**config.mk**
```make
export PLATFORM = sky130hd
export DESIGN_NAME = watch_time_set_keypad_controller
export DESIGN_NICKNAME = d
export VERILOG_FILES = /design/src/rtl/wtsk_pkg.sv /design/src/rtl/wtsk_csr.sv /design/src/rtl/wtsk_engine.sv /design/src/rtl/watch_time_set_keypad_controller.sv
export VERILOG_INCLUDE_DIRS = /design/src /design/src/rtl
export SDC_FILE = /design/constraint.sdc
export NUM_CORES = 1
export LEC_CHECK = 0
export BUFFER_PORTS_ARGS = -buffer_cell sky130_fd_sc_hd__clkbuf_2
export CORE_ASPECT_RATIO = 0.9
export CORE_MARGIN = 3
export CORE_UTILIZATION = 51
export DETAILED_ROUTE_END_ITERATION = 8
export GPL_ROUTABILITY_DRIVEN = 0
export PLACE_DENSITY = 0.74
export SYNTH_ARGS = -nofsm -noshare
export SYNTH_HDL_FRONTEND = slang
export SYNTH_SLANG_ARGS = --single-unit
```
**constraint.sdc**
```tcl
create_clock -name clock -period 3.5 [get_ports clock]
set_clock_uncertainty 0.2 [all_clocks]
set_input_delay 0.35 -clock clock [delete_from_list [all_inputs] [get_ports clock]]
set_output_delay 0.35 -clock clock [all_outputs]
set_load 0.01 [all_outputs]
```
**src/rtl/watch_time_set_keypad_controller_assert.svh**
```systemverilog
// assertion macros for the watch time set keypad controller
`ifndef WATCH_TIME_SET_KEYPAD_CONTROLLER_ASSERT_SVH
`define WATCH_TIME_SET_KEYPAD_CONTROLLER_ASSERT_SVH

// same-cycle implication
`define WTSK_ASSERT_IMPLY(label, clk, rst, ante, cons) \
   label: assert property (@(posedge clk) disable iff (rst) (ante) |-> (cons)) \
      else $error("wtsk assertion failed");

// next-cycle implication
`define WTSK_ASSERT_NEXT(label, clk, rst, ante, cons) \
   label: assert property (@(posedge clk) disable iff (rst) (ante) |=> (cons)) \
      else $error("wtsk assertion failed");

`endif

```
**src/rtl/wtsk_pkg.sv**
```systemverilog
// shared types, constants and digit clamp for the keypad controller
`default_nettype none

package wtsk_pkg;

   localparam logic [7:0] DIGIT_ZERO = 8'd48;
   localparam logic [7:0] DIGIT_NINE = 8'd57;

   localparam logic [7:0] RESET_KEY_DEFAULT      = 8'd70;
   localparam logic [7:0] SET_CANCEL_KEY_DEFAULT = 8'd69;

   typedef enum logic [1:0] {
      CSR_HOUR_FORMAT  = 2'd0,
      CSR_RESET_KEY    = 2'd1,
      CSR_SET_KEY      = 2'd2
   } csr_index_type;

   typedef enum logic {
      MODE_STANDBY = 1'b0,
      MODE_SETTING = 1'b1
   } mode_type;

   typedef struct packed {
      logic       hour_format_12;
      logic [7:0] reset_key_code;
      logic [7:0] set_cancel_key_code;
   } cfg_type;

   // first member sits in the highest bits, so in_set_mode lands at bit 0
   typedef struct packed {
      logic        key_ignored;
      logic        clock_reset;
      logic [11:0] new_time_hhmm;
      logic        time_commit;
      logic [11:0] partial_time;
      logic [1:0]  digits_held;
      logic        in_set_mode;
   } rsp_type;

   function automatic logic [3:0] clamp_digit(
      input logic [3:0]  d,
      input logic [1:0]  count,
      input logic [11:0] partial,
      input logic        twelve
   );
      logic [3:0] r;
      r = d;
      unique case (count)
         2'd0: begin
            if (twelve) begin
               r = (d > 4'd1) ? 4'd1 : d;
            end else begin
               r = (d > 4'd2) ? 4'd2 : d;
            end
         end
         2'd1: begin
            if (twelve) begin
               if (partial == 12'd0) begin
                  r = (d < 4'd1) ? 4'd1 : d;
               end else begin
                  r = (d > 4'd2) ? 4'd2 : d;
               end
            end else if (partial == 12'd2) begin
               r = (d > 4'd3) ? 4'd3 : d;
            end
         end
         2'd2: begin
            r = (d > 4'd5) ? 4'd5 : d;
         end
         default: begin
            r = d;
         end
      endcase
      return r;
   endfunction

endpackage

`default_nettype wire

```
**src/rtl/wtsk_csr.sv**
```systemverilog
// configuration registers of the keypad controller
`default_nettype none

module wtsk_csr (
   input  wire logic              clock,
   input  wire logic              reset,
   input  wire logic              csr_we,
   input  wire logic [1:0]        csr_index,
   input  wire logic [7:0]        csr_wdata,
   output wtsk_pkg::cfg_type      cfg
);

   wtsk_pkg::cfg_type cfg_ff;
   wtsk_pkg::cfg_type cfg_in;

   always_comb begin
      cfg_in = cfg_ff;
      if (csr_we) begin
         unique case (csr_index)
            wtsk_pkg::CSR_HOUR_FORMAT: cfg_in.hour_format_12      = csr_wdata[0];
            wtsk_pkg::CSR_RESET_KEY:   cfg_in.reset_key_code      = csr_wdata;
            wtsk_pkg::CSR_SET_KEY:     cfg_in.set_cancel_key_code = csr_wdata;
            default:                   cfg_in = cfg_ff;
         endcase
      end
   end

   always_ff @(posedge clock) begin
      if (reset) begin
         cfg_ff.hour_format_12      <= 1'b0;
         cfg_ff.reset_key_code      <= wtsk_pkg::RESET_KEY_DEFAULT;
         cfg_ff.set_cancel_key_code <= wtsk_pkg::SET_CANCEL_KEY_DEFAULT;
      end else begin
         cfg_ff <= cfg_in;
      end
   end

   assign cfg = cfg_ff;

endmodule

`default_nettype wire

```
**src/rtl/wtsk_engine.sv**
```systemverilog
// entry state machine: mode, digit count, partial value, pending reset
`default_nettype none

module wtsk_engine (
   input  wire logic              clock,
   input  wire logic              reset,
   input  wire logic              step_en,
   input  wire logic [7:0]        key,
   input  wire wtsk_pkg::cfg_type cfg,
   output wtsk_pkg::rsp_type      result,
   output wtsk_pkg::mode_type     mode,
   output logic [1:0]             count
);

   wtsk_pkg::mode_type mode_ff, mode_in;
   logic [1:0]         count_ff, count_in;
   logic [11:0]        partial_ff, partial_in;
   logic               pending_ff, pending_in;

   logic        is_reset_key;
   logic        is_set_key;
   logic        is_digit;
   logic [7:0]  key_off;
   logic [3:0]  digit_val;
   logic [14:0] times_ten;
   logic [11:0] value_v;
   logic        last_digit;

   assign is_reset_key = (key == cfg.reset_key_code);
   assign is_set_key   = (key == cfg.set_cancel_key_code);
   assign is_digit     = (key >= wtsk_pkg::DIGIT_ZERO) && (key <= wtsk_pkg::DIGIT_NINE);
   assign key_off      = key - wtsk_pkg::DIGIT_ZERO;
   assign digit_val    = wtsk_pkg::clamp_digit(key_off[3:0], count_ff, partial_ff,
                                               cfg.hour_format_12);
   assign times_ten    = {partial_ff, 3'b000} + {2'b00, partial_ff, 1'b0};
   assign value_v      = times_ten[11:0] + {8'd0, digit_val};
   assign last_digit   = (count_ff == 2'd3);

   // next state
   always_comb begin
      mode_in    = mode_ff;
      count_in   = count_ff;
      partial_in = partial_ff;
      pending_in = pending_ff;
      priority if (is_reset_key) begin
         pending_in = (mode_ff == wtsk_pkg::MODE_SETTING);
      end else if (is_set_key) begin
         count_in   = 2'd0;
         partial_in = 12'd0;
         if (mode_ff == wtsk_pkg::MODE_SETTING) begin
            mode_in    = wtsk_pkg::MODE_STANDBY;
            pending_in = 1'b0;
         end else begin
            mode_in = wtsk_pkg::MODE_SETTING;
         end
      end else if (is_digit && (mode_ff == wtsk_pkg::MODE_SETTING)) begin
         if (last_digit) begin
            mode_in    = wtsk_pkg::MODE_STANDBY;
            count_in   = 2'd0;
            partial_in = 12'd0;
            pending_in = 1'b0;
         end else begin
            count_in   = count_ff + 2'd1;
            partial_in = value_v;
         end
      end else begin
         mode_in = mode_ff;
      end
   end

   // result fields
   always_comb begin
      result               = '0;
      result.in_set_mode   = (mode_in == wtsk_pkg::MODE_SETTING);
      result.digits_held   = count_in;
      result.partial_time  = partial_in;
      priority if (is_reset_key) begin
         result.clock_reset = (mode_ff == wtsk_pkg::MODE_STANDBY);
      end else if (is_set_key) begin
         result.clock_reset = (mode_ff == wtsk_pkg::MODE_SETTING) && pending_ff;
      end else if (is_digit && (mode_ff == wtsk_pkg::MODE_SETTING)) begin
         result.time_commit   = last_digit;
         result.new_time_hhmm = last_digit ? value_v : 12'd0;
         result.clock_reset   = last_digit && pending_ff;
      end else begin
         result.key_ignored = 1'b1;
      end
   end

   always_ff @(posedge clock) begin
      if (reset) begin
         mode_ff    <= wtsk_pkg::MODE_STANDBY;
         count_ff   <= 2'd0;
         partial_ff <= 12'd0;
         pending_ff <= 1'b0;
      end else if (step_en) begin
         mode_ff    <= mode_in;
         count_ff   <= count_in;
         partial_ff <= partial_in;
         pending_ff <= pending_in;
      end
   end

   assign mode  = mode_ff;
   assign count = count_ff;

endmodule

`default_nettype wire

```
**src/rtl/watch_time_set_keypad_controller.sv**
```systemverilog
// top level of the watch time set keypad controller
//
//   group   dir   handshake          payload
//   req_    in    tvalid / tready    tdata[7:0] key_code
//   rsp_    out   tvalid / tready    tdata[31:0] result fields
//   csr_    in    we                 index[1:0], wdata[7:0]
//
// one item per cycle while rsp_ is not stalled; an item taken on req_ reaches rsp_
// through the input register, then state update and result register
// synchronous active-high reset clears mode, count, value and pending reset
// a stalled result holds in the result register; req_ keeps flowing while
// the input register can drain into it
`default_nettype none
`include "watch_time_set_keypad_controller_assert.svh"

module watch_time_set_keypad_controller (
   input  wire logic        clock,
   input  wire logic        reset,
   input  wire logic        req_tvalid,
   output logic             req_tready,
   input  wire logic [7:0]  req_tdata,   // [7:0] key_code
   output logic             rsp_tvalid,
   input  wire logic        rsp_tready,
   // [0] in_set_mode, [2:1] digits_held, [14:3] partial_time, [15] time_commit,
   // [27:16] new_time_hhmm, [28] clock_reset, [29] key_ignored, [31:30] zero
   output logic [31:0]      rsp_tdata,
   input  wire logic        csr_we,
   input  wire logic [1:0]  csr_index,
   input  wire logic [7:0]  csr_wdata
);

   wtsk_pkg::cfg_type  cfg;
   wtsk_pkg::rsp_type  step_rsp;
   wtsk_pkg::mode_type mode;
   logic [1:0]         count;

   logic              in_valid_ff, in_valid_in;
   logic [7:0]        key_ff;
   logic              out_valid_ff, out_valid_in;
   wtsk_pkg::rsp_type out_ff;
   logic              advance;
   logic              req_fire;

   assign advance    = in_valid_ff && (!out_valid_ff || rsp_tready);
   assign req_tready = !in_valid_ff || advance;
   assign req_fire   = req_tvalid && req_tready;

   always_comb begin
      in_valid_in = in_valid_ff;
      if (req_fire) begin
         in_valid_in = 1'b1;
      end else if (advance) begin
         in_valid_in = 1'b0;
      end
   end

   always_comb begin
      out_valid_in = out_valid_ff;
      if (advance) begin
         out_valid_in = 1'b1;
      end else if (rsp_tready) begin
         out_valid_in = 1'b0;
      end
   end

   always_ff @(posedge clock) begin
      if (reset) begin
         in_valid_ff  <= 1'b0;
         out_valid_ff <= 1'b0;
      end else begin
         in_valid_ff  <= in_valid_in;
         out_valid_ff <= out_valid_in;
      end
   end

   always_ff @(posedge clock) begin
      if (req_fire) begin
         key_ff <= req_tdata;
      end
      if (advance) begin
         out_ff <= step_rsp;
      end
   end

   wtsk_csr u_csr (
      .clock     (clock),
      .reset     (reset),
      .csr_we    (csr_we),
      .csr_index (csr_index),
      .csr_wdata (csr_wdata),
      .cfg       (cfg)
   );

   wtsk_engine u_engine (
      .clock   (clock),
      .reset   (reset),
      .step_en (advance),
      .key     (key_ff),
      .cfg     (cfg),
      .result  (step_rsp),
      .mode    (mode),
      .count   (count)
   );

   assign rsp_tvalid = out_valid_ff;
   assign rsp_tdata  = {2'b00, out_ff};

   `WTSK_ASSERT_IMPLY(a_standby_no_digits, clock, reset,
      mode == wtsk_pkg::MODE_STANDBY, count == 2'd0)
   `WTSK_ASSERT_IMPLY(a_commit_leaves_setting, clock, reset,
      out_valid_ff && out_ff.time_commit,
      !out_ff.in_set_mode && (out_ff.digits_held == 2'd0))
   `WTSK_ASSERT_IMPLY(a_reset_only_in_standby, clock, reset,
      out_valid_ff && out_ff.clock_reset, !out_ff.in_set_mode)
   `WTSK_ASSERT_NEXT(a_step_fills_output, clock, reset,
      advance, out_valid_ff)

endmodule

`default_nettype wire

```
==> Flow_metrics.wiki, run 1 <==
{| class="wikitable"
! Metric !! Value
|-
| Result of the run || finished with violations
|-
| Failing checks || negative setup slack
|-
| Largest incremental delay on the critical path || 0.56 ns
|-
| Max-cap check violation count || 0
|-
| Final setup violation count || 11
|-
| Initial antenna violation count || 0
|-
| Clk pin slew, worst setup/hold paths || 0.08 ns
|-
| Max clock buf depth || 2
|-
| Cells after Synth || 346
|-
| Number of different library cells in the post-synthesis netlist || 64
|-
| Maximum VDD drop || 0.201 mV
|-
| Sum Neg Setup Slack || -1.15 ns
|-
| Sequential element share of the synthesized area || 0.487
|-
| Vias in the first global route || 2640
|-
| Post-route clock period utilization || 1.06
|-
| Startpoint of the worst setup timing path || u_engine.partial_ff[5]$_SDFFE_PP0P_
|-
| Layout cell share with drive strength beyond 1 || 0.320
|-
| Total design power || 1.86 mW
|-
| Boundary Pins || 57
|-
| Setup Crit Path Kind || reg -> reg
|-
| Starting DRC count in detailed routing || 163
|-
| H-tree depth || 3
|-
| CORE AREA || 0.00711 mm²
|-
| Least-Margin Pin Slew || 0.608 ns
|-
| Count of buffering cells on the critical path with inverters included || 1
|-
| Fmax || 271 MHz
|-
| Antenna Nets Post-Route || 0
|-
| Final setup margin || -0.195 ns
|-
| Most used flip-flop cell after synthesis || edfxtp_1
|-
| Arrival time at the worst endpoint || 3.60 ns
|-
| Area share of the largest cell type after synthesis || 0.302
|-
| Commonest non-fill, non-tap cells in the layout || 54 x clkbuf_2, 38 x edfxtp_1, 33 x nand2_1, 33 x dfxtp_1, 27 x buf_4
|-
| Element type at the critical path end || flop
|-
| Inserted Diodes || 0
|-
| GRT overflow || 0
|-
| Normalized max-slew margin || 0.593
|-
| Clock Latency Late Sink || 0.34 ns
|-
| Cell types occupying the most area after synthesis || edfxtp_1 30%, dfxtp_1 19%, ha_1 7.3%
|-
| Number of failing hold endpoints at the final stage || 0
|-
| Via/cell ratio || 5.48
|-
| Number of logic stages on the critical path including buffering || 14
|-
| Setup slack on the worst flop-to-flop path || -0.20 ns
|-
| Chip Height || 87.7 µm
|-
| Sum of net half-perimeters after detailed placement || 5710 µm
|-
| Wire length of the first global-routing pass || 13200 µm
|-
| Layout net count || 479
|-
| Number of synthesized register bits || 73
|-
| GRT Overall Usage || 0.195
|-
| Depth of the worst register-to-register path || 14
|-
| Starting density of the core || 0.531
|-
| Max Fanout on Critical Path || 3
|-
| Area growth, synth to finish || 25.6%
|-
| Drt total wl || 8310 µm
|-
| Mean cell area of the mapped netlist || 10.9 µm²
|-
| Leakage power || 2.06 nW
|-
| Number of enable-type register cells in the synthesized netlist || 38
|-
| Clock tree from TritonCTS || done
|-
| Pin count of the biggest net entering global routing || 32
|-
| Die ar. || 0.00848 mm²
|-
| Most common cell after layout, fill and taps aside || clkbuf_2
|-
| Hold Crit Class || in -> reg
|-
| Critical register-to-register path startpoint || u_engine.partial_ff[5]$_SDFFE_PP0P_
|-
| CP Cell Sequence || nor4_2 > nand3_2 > mux2i_2 > a21oi_2 > nor2b_2 > fa_1 > inv_2 > fa_2 > nor2b_2 > o31a_1 > o21a_1 > nor2_2 > xnor2_2 > a22o_1
|-
| Endpoint of the worst register-to-register path || rsp_tdata[11]$_DFFE_PP_
|-
| Sinks on Clock Net || 73
|-
| Warning count from the yosys run || 0
|-
| Async set-or-reset flop fraction in the synthesized netlist || 0
|-
| Total number of placement rows || 29
|-
| Clock buffer count from CTS || 9
|-
| Area leader, netlist || edfxtp_1
|-
| Vias || 2907
|-
| Min Tclk post-route || 3.70 ns
|-
| Cell area after synthesis || 0.00378 mm²
|-
| Number of port buffers || 54
|-
| PD cells || 393 mW/mm²
|-
| Worst setup SP type || flop
|-
| Final Core Density || 0.667
|-
| DRC errors left || 0
|-
| Critical path required time || 3.40 ns
|-
| Number of iterations in the first detailed-routing pass || 5
|-
| Cell family contributing the most delay on the critical path || adder cells
|-
| X dimension of the die || 96.7 µm
|-
| Crit path top cell by count || nor2b_2
|-
| Max Transition Viols Final || 0
|-
| Clock root buffer master || clkbuf_8
|-
| Critical-path cell with the highest stage delay || fa_1
|-
| Footprint of the flip-flops and latches || 0.00184 mm²
|-
| RSZ-0062 raised after global routing || true
|-
| Filler cell count in the final layout || 551
|-
| Area occupied by multi-input gates || 0.00194 mm²
|-
| WL per Instance || 15.7 µm
|-
| End point of the critical path || rsp_tdata[11]$_DFFE_PP_
|}
## metrics by stage
step                      setup slack [ns]  hold slack [ns]  cell area (µm²)  cells
after floorplan                     0.0998            0.248             3780    347
after global placement             -0.0425            0.256             4210    496
after detailed placement            -0.216            0.265             4210    496
after CTS                          -0.0486           0.0272             4610    524
after global routing                -0.287           0.0310             4750    530
final                               -0.195           0.0298             4750    530
## area by class of cell
class / count / share of cell area
sequential: 73 / 0.389
multi-input combinational: 245 / 0.408
tap: 93 / 0.0245
inverter: 14 / 0.0111
timing repair buffer: 89 / 0.116
clock inverter: 5 / 0.0219
clock buffer: 11 / 0.0298
## sequential cells by signal (all words and copies together), names as in the netlist
name / count
rsp_tdata: 30
key_ff: 8
rsp_tvalid: 1
u_engine.count: 2
u_csr.cfg: 17
u_engine.mode: 1
u_engine.partial_ff: 12
in_valid_ff: 1
u_engine.pending_ff: 1
## report_power, final
part	internal (mW)	switching [mW]	total, mW
Combinational	0.0515	0.0716	0.123
Clock	0.493	0.304	0.797
Sequential	0.926	0.0176	0.944
## worst min-delay path by stage
stage,start,slack [ns],endpoint,cells after the start
2_1_floorplan,u_csr.cfg[11]$_SDFFE_PP0P_,0.25,u_csr.cfg[11]$_SDFFE_PP0P_,2
3_3_place_gp,u_csr.cfg[15]$_SDFFE_PP0P_,0.26,u_csr.cfg[15]$_SDFFE_PP0P_,2
3_5_place_dp,u_csr.cfg[12]$_SDFFE_PP0P_,0.26,u_csr.cfg[12]$_SDFFE_PP0P_,2
4_1_cts,req_tvalid,0.03,in_valid_ff$_SDFFE_PP0P_,3
5_1_grt,req_tvalid,0.03,in_valid_ff$_SDFFE_PP0P_,3
6_report,req_tvalid,0.03,in_valid_ff$_SDFFE_PP0P_,3
## cells by family (layout without fill, tap and decap cells)
logic type / count (synthesis) / after routing / share of synthesized area
and+or+nand+nor: 105 / 105 / 0.159
AOI/OAI and AO/OA: 81 / 81 / 0.150
DFF: 73 / 73 / 0.487
buffers and inverters: 29 / 119 / 0.0374
xor gates and xnor gates: 25 / 25 / 0.0599
adders and majority gates: 24 / 24 / 0.0834
muxes: 8 / 8 / 0.0215
other: 1 / 2 / 0.000992
## synthesized netlist by cell type, types with 3 or more instances
| library cell | count |
|---|---|
| dfxtp_1 | 35 |
| nand3b_1 | 4 |
| a211o_1 | 3 |
| xor2_1 | 19 |
| xnor2_1 | 5 |
| nand4_1 | 3 |
| buf_2 | 5 |
| clkbuf_1 | 5 |
| nor3_1 | 3 |
| a22o_1 | 14 |
| o2bb2ai_1 | 5 |
| o21ai_0 | 12 |
| inv_1 | 13 |
| ha_1 | 22 |
| o21a_1 | 3 |
| and2_1 | 9 |
| o211ai_1 | 3 |
| mux2i_1 | 7 |
| nor2_1 | 26 |
| o21ai_1 | 3 |
| edfxtp_1 | 38 |
| a21oi_1 | 19 |
| nor4_1 | 3 |
| nand2_1 | 33 |
| buf_4 | 3 |
| nor2b_1 | 5 |
## worst reg2reg max path, delay by kind of cell (launching register included)
kind            cells  cell delay, ns
fa+ha+maj           2            0.93
simple gates        5            0.80
compound gates      4            0.78
flops               1            0.34
mux                 1            0.19
xor+xnor            1            0.15
buf+inv             1            0.06
## routing by layer
metal | global-route usage | vias up | part of all wire
met5 | 0 | - | 0
met4 | 0.0587 | 0 | 0.0096
met3 | 0.0557 | 8 | 0.071
met2 | 0.286 | 123 | 0.44
met1 | 0.283 | 1356 | 0.48
li1 | - | 1420 | -
## repair_timing
action | in CTS | in global routing
pin swaps | 11 | 13
buffers inserted | 4 | 6
hold endpoints to repair | 8 | 0
gates resized for setup | 10 | 19
hold buffers | 8 | 0
endpoints found under the setup margin | 11 | 17
Power figures use the tool's default switching activity.
==> run 2, diff against run 1 <==
--- a/config.mk
+++ b/config.mk
@@ -12,7 +12,8 @@
 export CORE_UTILIZATION = 51
 export DETAILED_ROUTE_END_ITERATION = 8
 export GPL_ROUTABILITY_DRIVEN = 0
-export PLACE_DENSITY = 0.74
+export GPL_TIMING_DRIVEN = 0
+export PLACE_DENSITY = 0.72
 export SYNTH_ARGS = -nofsm -noshare
 export SYNTH_HDL_FRONTEND = slang
 export SYNTH_SLANG_ARGS = --single-unit
==> Flow_metrics.wiki, run 2 (synthesis gave the netlist of run 1 again) <==
{| class="wikitable"
! Metric !! Value
|-
| Result of the run || finished with violations
|-
| Failing checks || negative setup slack
|-
| Length of routed wiring on met1 || 3800 µm
|-
| Worst setup SP type || flop
|-
| Dpl cells || 493
|-
| RSZ-0062 raised after global routing || true
|-
| Setup Crit Path Kind || reg -> reg
|-
| Final setup violation count || 9
|-
| Max layer used || met4
|-
| Post-route clock period utilization || 1.04
|-
| Wire length on met2 || 3570 µm
|-
| Normalized max-slew margin || 0.304
|-
| Number of port buffers || 53
|-
| Pin count of the biggest net entering global routing || 32
|-
| DRC errors left || 0
|-
| Number of iterations in the first detailed-routing pass || 4
|-
| Layout cell share with drive strength beyond 1 || 0.321
|-
| Max Fanout on Critical Path || 3
|-
| H-tree depth || 3
|-
| Die ar. || 0.00848 mm²
|-
| Max Transition Viols Final || 0
|-
| Flip-flop count of the largest register, all copies and words added || 30
|-
| Drt total wl || 8010 µm
|-
| WL per Instance || 15.2 µm
|-
| Wire length of the first global-routing pass || 13000 µm
|-
| GRT Overall Usage || 0.192
|-
| Clock buffer count from CTS || 9
|-
| Arrival time at the worst endpoint || 3.54 ns
|-
| Maximum VDD drop || 0.233 mV
|-
| Clock tree from TritonCTS || done
|-
| Vias in the first global route || 2720
|-
| Most common cell after layout, fill and taps aside || clkbuf_2
|-
| Max clock buf depth || 2
|-
| Boundary Pins || 57
|-
| Hold Crit Class || in -> reg
|-
| Starting density of the core || 0.531
|-
| PD cells || 387 mW/mm²
|-
| Leakage power || 2.01 nW
|-
| Area growth, synth to finish || 24.5%
|-
| Commonest non-fill, non-tap cells in the layout || 53 x clkbuf_2, 38 x edfxtp_1, 33 x nand2_1, 29 x dfxtp_1, 25 x nor2_1
|-
| Clock root buffer master || clkbuf_8
|-
| Largest incremental delay on the critical path || 0.57 ns
|-
| Vias || 2853
|-
| Total design power || 1.82 mW
|-
| CP Cell Sequence || nor4_4 > nand3_2 > mux2i_2 > a21oi_2 > nor2b_1 > fa_1 > inv_2 > fa_2 > nor2b_2 > o31a_1 > o21a_1 > nor2_2 > xnor2_2 > a22o_1
|-
| Sum of net half-perimeters after detailed placement || 5860 µm
|-
| GRT overflow || 0
|-
| Critical-path cell with the highest stage delay || fa_1
|-
| Element type at the critical path end || flop
|-
| Clk pin slew, worst setup/hold paths || 0.08 ns
|-
| Least-Margin Pin Slew || 1.04 ns
|-
| Chip Height || 87.7 µm
|-
| Final setup margin || -0.125 ns
|-
| Starting DRC count in detailed routing || 141
|-
| Initial antenna violation count || 0
|-
| Via/cell ratio || 5.42
|-
| Antenna Nets Post-Route || 0
|-
| Layout net count || 475
|-
| X dimension of the die || 96.7 µm
|-
| CORE AREA || 0.00711 mm²
|-
| Number of failing hold endpoints at the final stage || 0
|-
| Fmax || 276 MHz
|-
| Finished Layout Cells || 526
|-
| Inserted Diodes || 0
|-
| Cell family contributing the most delay on the critical path || adder cells
|-
| Amount of wire on met3 after detailed routing || 546 µm
|-
| Total number of placement rows || 29
|-
| Count of buffering cells on the critical path with inverters included || 1
|-
| Critical path required time || 3.41 ns
|-
| Sinks on Clock Net || 73
|-
| Max-cap check violation count || 0
|-
| Clock Latency Late Sink || 0.35 ns
|-
| Min Tclk post-route || 3.62 ns
|}
## run 2: changes by cell type in the layout (fill, tap and decap cells not counted), moves of 2 or more
| cell | change |
|---|---|
| buf_4 | -14 |
| a21oi_2 | +2 |
| clkbuf_1 | +3 |
| buf_2 | +5 |
| clkinvlp_4 | +2 |
| a21oi_1 | -2 |
| dfxtp_1 | -4 |
| buf_6 | +2 |
| inv_6 | +3 |
| dfxtp_4 | +4 |
## run 2: layout make-up
cell class                      count  area, µm²
Fill cell                         566       2410
Buffer                             14       85.1
Clock inverter                      7        101
Sequential cell                    73       1860
Inverter                           14       52.6
Tap cell                           93        116
Clock buffer                        9        124
Timing Repair Buffer               71        420
Multi-Input combinational cell    245       1950
## run 2: stage by stage
stage	setup WS [ns]	hold slack [ns]	utilization	area, µm²	setup TNS [ns]
finish	-0.125	0.0177	0.662	4710	-0.669
global route	-0.241	0.0304	0.662	4710	-1.88
CTS	-0.109	0.0181	0.654	4650	-0.421
detailed placement	-0.403	0.268	0.586	4160	-3.40
global placement	-0.287	0.255	0.586	4160	-1.58
floorplan	0.0998	0.248	-	3780	0
## run 2: worst reg2reg max path: cells and delay by family, from the launching register on
kind,cells,cell delay (ns)
fa+ha+maj,2,0.97
flops,1,0.37
compound gates,4,0.72
mux,1,0.20
buf+inv,1,0.06
xor+xnor,1,0.16
simple gates,5,0.72
## run 2: what timing repair did
| item | CTS | global route |
|---|---|---|
| hold endpoints to repair | 8 | 0 |
| hold buffers | 8 | 0 |
| setup endpoints to repair | 16 | 17 |
| pin swaps | 20 | 14 |
| setup buffers | 9 | 1 |
| resized for setup | 27 | 11 |
## run 2: path summary, 6_finish.rpt
check,startpoint,to,slack [ns],depth (start not counted)
setup reg to reg,u_engine.partial_ff[3]$_SDFFE_PP0P_,rsp_tdata[11]$_DFFE_PP_,-0.12,14
hold reg to reg,u_csr.cfg[11]$_SDFFE_PP0P_,u_csr.cfg[11]$_SDFFE_PP0P_,0.28,2
hold / removal,req_tvalid,in_valid_ff$_SDFFE_PP0P_,0.02,3
setup / recovery,u_engine.partial_ff[3]$_SDFFE_PP0P_,rsp_tdata[11]$_DFFE_PP_,-0.12,14
## run 2: power by group
part | total (mW) | switching (mW) | internal [mW]
logic | 0.131 | 0.0768 | 0.0544
clock network | 0.749 | 0.341 | 0.408
registers | 0.938 | 0.0151 | 0.923
## run 2: layer usage
metal	global-route usage	vias up
li1	-	1417
met4	0.0702	0
met5	0	-
met2	0.316	101
met1	0.253	1324
met3	0.0446	11
==> run 3, diff against run 2 <==
--- a/config.mk
+++ b/config.mk
@@ -9,11 +9,12 @@
 export BUFFER_PORTS_ARGS = -buffer_cell sky130_fd_sc_hd__clkbuf_2
 export CORE_ASPECT_RATIO = 0.9
 export CORE_MARGIN = 3
-export CORE_UTILIZATION = 51
+export CORE_UTILIZATION = 52
 export DETAILED_ROUTE_END_ITERATION = 8
 export GPL_ROUTABILITY_DRIVEN = 0
 export GPL_TIMING_DRIVEN = 0
 export PLACE_DENSITY = 0.72
 export SYNTH_ARGS = -nofsm -noshare
 export SYNTH_HDL_FRONTEND = slang
+export SYNTH_HIERARCHICAL = 1
 export SYNTH_SLANG_ARGS = --single-unit
==> Flow_metrics.wiki, run 3 <==
{| class="wikitable"
! Metric !! Value
|-
| H-tree depth || 3
|-
| Layout net count || 506
|-
| Area leader, netlist || edfxtp_1
|-
| Boundary Pins || 57
|-
| Max layer used || met4
|-
| Number of failing hold endpoints at the final stage || 0
|-
| DRC errors left || 0
|-
| Dpl cells || 523
|-
| Clock tree from TritonCTS || done
|-
| Cells after Synth || 375
|-
| Sum of net half-perimeters after detailed placement || 6000 µm
|-
| Top cells by count, synth || 38 x edfxtp_1, 35 x dfxtp_1, 35 x nor2_1, 22 x ha_1, 21 x nand2b_1
|-
| Fraction of synthesized area in multiplexers || 0.0481
|-
| Cell area after synthesis || 0.00395 mm²
|-
| Post-placement worst setup slack || -0.543 ns
|-
| Starting density of the core || 0.547
|-
| Filler cell count in the final layout || 546
|-
| Area share of the largest cell type after synthesis || 0.289
|-
| Area growth, synth to finish || 23.5%
|-
| Share of the synthesized netlist area taken by xor and xnor gates || 0.0532
|-
| Final setup violation count || 10
|-
| Most common cell after layout, fill and taps aside || clkbuf_2
|-
| WHS || 0.0254 ns
|-
| Max clock buf depth || 2
|-
| GRT overflow || 0
|-
| Cell types occupying the most area after synthesis || edfxtp_1 29%, dfxtp_1 18%, ha_1 7.0%
|-
| Dominant combinational cell family by area after synthesis || simple AND/OR/NAND/NOR gates
|-
| CORE AREA || 0.00722 mm²
|-
| Min Tclk post-route || 3.58 ns
|-
| Antenna Nets Post-Route || 0
|-
| Pin count of the biggest net entering global routing || 36
|-
| Final setup margin || -0.0839 ns
|-
| End point of the critical path || rsp_tdata[11]$_DFFE_PP_
|-
| Fmax || 279 MHz
|-
| Clk pin slew, worst setup/hold paths || 0.09 ns
|-
| Simple-gate portion of the synthesized area || 0.177
|-
| Most used flip-flop cell after synthesis || edfxtp_1
|-
| Setup slack on the worst flop-to-flop path || -0.08 ns
|-
| Adder-Cell Fraction of Synth Area || 0.0798
|-
| Mean cell area of the mapped netlist || 10.5 µm²
|-
| Final Core Density || 0.676
|-
| Via/cell ratio || 5.54
|-
| Post-route clock period utilization || 1.02
|-
| Worst setup SP type || flop
|-
| Leakage power || 2.05 nW
|-
| Starting DRC count in detailed routing || 296
|-
| Setup Crit Path Kind || reg -> reg
|-
| Critical path required time || 3.53 ns
|-
| Max Transition Viols Final || 0
|-
| WL per Instance || 15.8 µm
|-
| Normalized max-slew margin || 0.474
|-
| RSZ-0062 raised after global routing || true
|-
| Clock buffer count from CTS || 9
|-
| Finished Layout Cells || 557
|-
| Amount of wire on met3 after detailed routing || 632 µm
|-
| PD cells || 349 mW/mm²
|-
| Number of cells on the worst hold path || 2
|-
| Initial antenna violation count || 0
|-
| Most common cell in the netlist || edfxtp_1
|-
| Total number of placement rows || 29
|-
| Number of different library cells in the post-synthesis netlist || 55
|-
| Hold Crit Class || in -> reg
|-
| Vias || 3084
|-
| Startpoint of the worst setup timing path || u_engine/partial_ff[4]$_SDFFE_PP0P_
|-
| X dimension of the die || 97.9 µm
|-
| Sum Neg Setup Slack || -0.458 ns
|-
| Element type at the critical path end || flop
|-
| Length of routed wiring on met1 || 4060 µm
|-
| Clock root buffer master || clkbuf_8
|-
| Number of iterations in the first detailed-routing pass || 5
|-
| Failing checks || negative setup slack
|-
| Chip Height || 88.7 µm
|-
| Number of synthesized register bits || 73
|-
| Result of the run || finished with violations
|-
| Share of the synthesized area in compound gates (AO/OA/AOI/OAI) || 0.123
|-
| Endpoint of the worst register-to-register path || rsp_tdata[11]$_DFFE_PP_
|-
| Critical register-to-register path startpoint || u_engine/partial_ff[4]$_SDFFE_PP0P_
|-
| Wire length on met2 || 3990 µm
|-
| Async set-or-reset flop fraction in the synthesized netlist || 0
|-
| Flip-flop count of the largest register, all copies and words added || 30
|-
| GRT Overall Usage || 0.210
|-
| Max Fanout on Critical Path || 4
|-
| Least-Margin Pin Slew || 0.789 ns
|-
| Arrival time at the worst endpoint || 3.62 ns
|-
| Vias in the first global route || 2857
|-
| Depth of the worst register-to-register path || 13
|-
| Warning count from the yosys run || 6
|-
| Drt total wl || 8780 µm
|-
| Inserted Diodes || 0
|-
| Sinks on Clock Net || 73
|-
| Sequential element share of the synthesized area || 0.466
|-
| Max-cap check violation count || 0
|-
| Maximum VDD drop || 0.279 mV
|-
| Number of enable-type register cells in the synthesized netlist || 38
|-
| Number of port buffers || 54
|-
| Wire length of the first global-routing pass || 14400 µm
|-
| Layout cell share with drive strength beyond 1 || 0.300
|-
| Die ar. || 0.00868 mm²
|-
| Clock Latency Late Sink || 0.36 ns
|-
| Commonest non-fill, non-tap cells in the layout || 54 x clkbuf_2, 38 x edfxtp_1, 35 x nor2_1, 29 x dfxtp_1
|}
-- run 3: cell types whose count changed in the layout (fill, tap and decap cells not counted), sizes merged, moves of 6 or more --
cell / delta
nor2: +9
xnor2: +9
xor2: -10
nand2: -14
a32oi: +9
nand3: +6
nand2b: +20
mux2i: +12
a22o: -6
buf: +10
a21oi: -7
-- run 3: worst min path at each step --
stage | startpoint | end
6_report | reset | in_valid_ff$_SDFFE_PP0P_
5_1_grt | reset | in_valid_ff$_SDFFE_PP0P_
4_1_cts | req_tvalid | in_valid_ff$_SDFFE_PP0P_
3_5_place_dp | u_engine/pending_ff$_SDFFE_PP0P_ | u_engine/pending_ff$_SDFFE_PP0P_
3_3_place_gp | u_engine/pending_ff$_SDFFE_PP0P_ | u_engine/pending_ff$_SDFFE_PP0P_
2_1_floorplan | reset | in_valid_ff$_SDFFE_PP0P_
-- run 3: layout make-up --
| class | count | area (µm²) | area share |
|---|---|---|---|
| multi-input cells | 264 | 2090 | 0.428 |
| flip-flops and latches | 73 | 1860 | 0.380 |
| repair buffers | 73 | 433 | 0.0887 |
| plain buffers | 21 | 138 | 0.0282 |
| clock buffers | 9 | 124 | 0.0254 |
| well taps | 93 | 116 | 0.0238 |
| inverters | 17 | 63.8 | 0.0131 |
| clock inverters | 7 | 60.1 | 0.0123 |
-- run 3: cell families (layout without fill, tap and decap cells) --
group                    after synthesis  count (layout)
AO/OA/AOI/OAI                         69              69
XOR/XNOR                              24              24
adder cells (fa/ha/maj)               24              24
buffers and inverters                 39             127
flip-flops                            73              73
multiplexers                          19              19
other                                  1               2
AND/OR/NAND/NOR                      126             126
-- run 3: critical path, stage by stage, from the launching register on --
cell,delay [ns]
dfxtp_4,0.36
nor4_4,0.27
nand3_2,0.13
mux2i_2,0.27
a21oi_2,0.11
nand2b_4,0.15
fa_1,0.53
buf_4,0.13
fa_2,0.20
nor2b_2,0.05
o31a_1,0.30
or4b_4,0.52
nand3_4,0.11
a22o_1,0.13
-- run 3: routing by layer --
| metal | up-vias | GRT usage |
|---|---|---|
| met5 | - | 0 |
| met4 | 0 | 0.0642 |
| met3 | 11 | 0.0599 |
| met2 | 126 | 0.312 |
| met1 | 1442 | 0.299 |
| li1 | 1505 | - |
-- run 3: per-stage QoR --
stage,instance area (µm²),total power [mW]
2_1_floorplan,3960,1.04
3_3_place_gp,4340,1.09
3_5_place_dp,4340,1.09
4_1_cts,4780,1.72
5_1_grt,4880,1.78
6_report,4880,1.71
-- run 3: where the power goes --
group	switching [mW]	total, mW	internal (mW)
Sequential	0.0152	0.939	0.924
Combinational	0.0772	0.140	0.0633
Clock	0.357	0.626	0.269
Total	0.449	1.71	1.26
-- run 3: timing repair --
action	4_1_cts	5_1_grt
setup endpoints to repair	16	21
resized for setup	27	19
hold endpoints to repair	8	0
buffers inserted	8	3
hold buffers	8	0
pin swaps	20	11
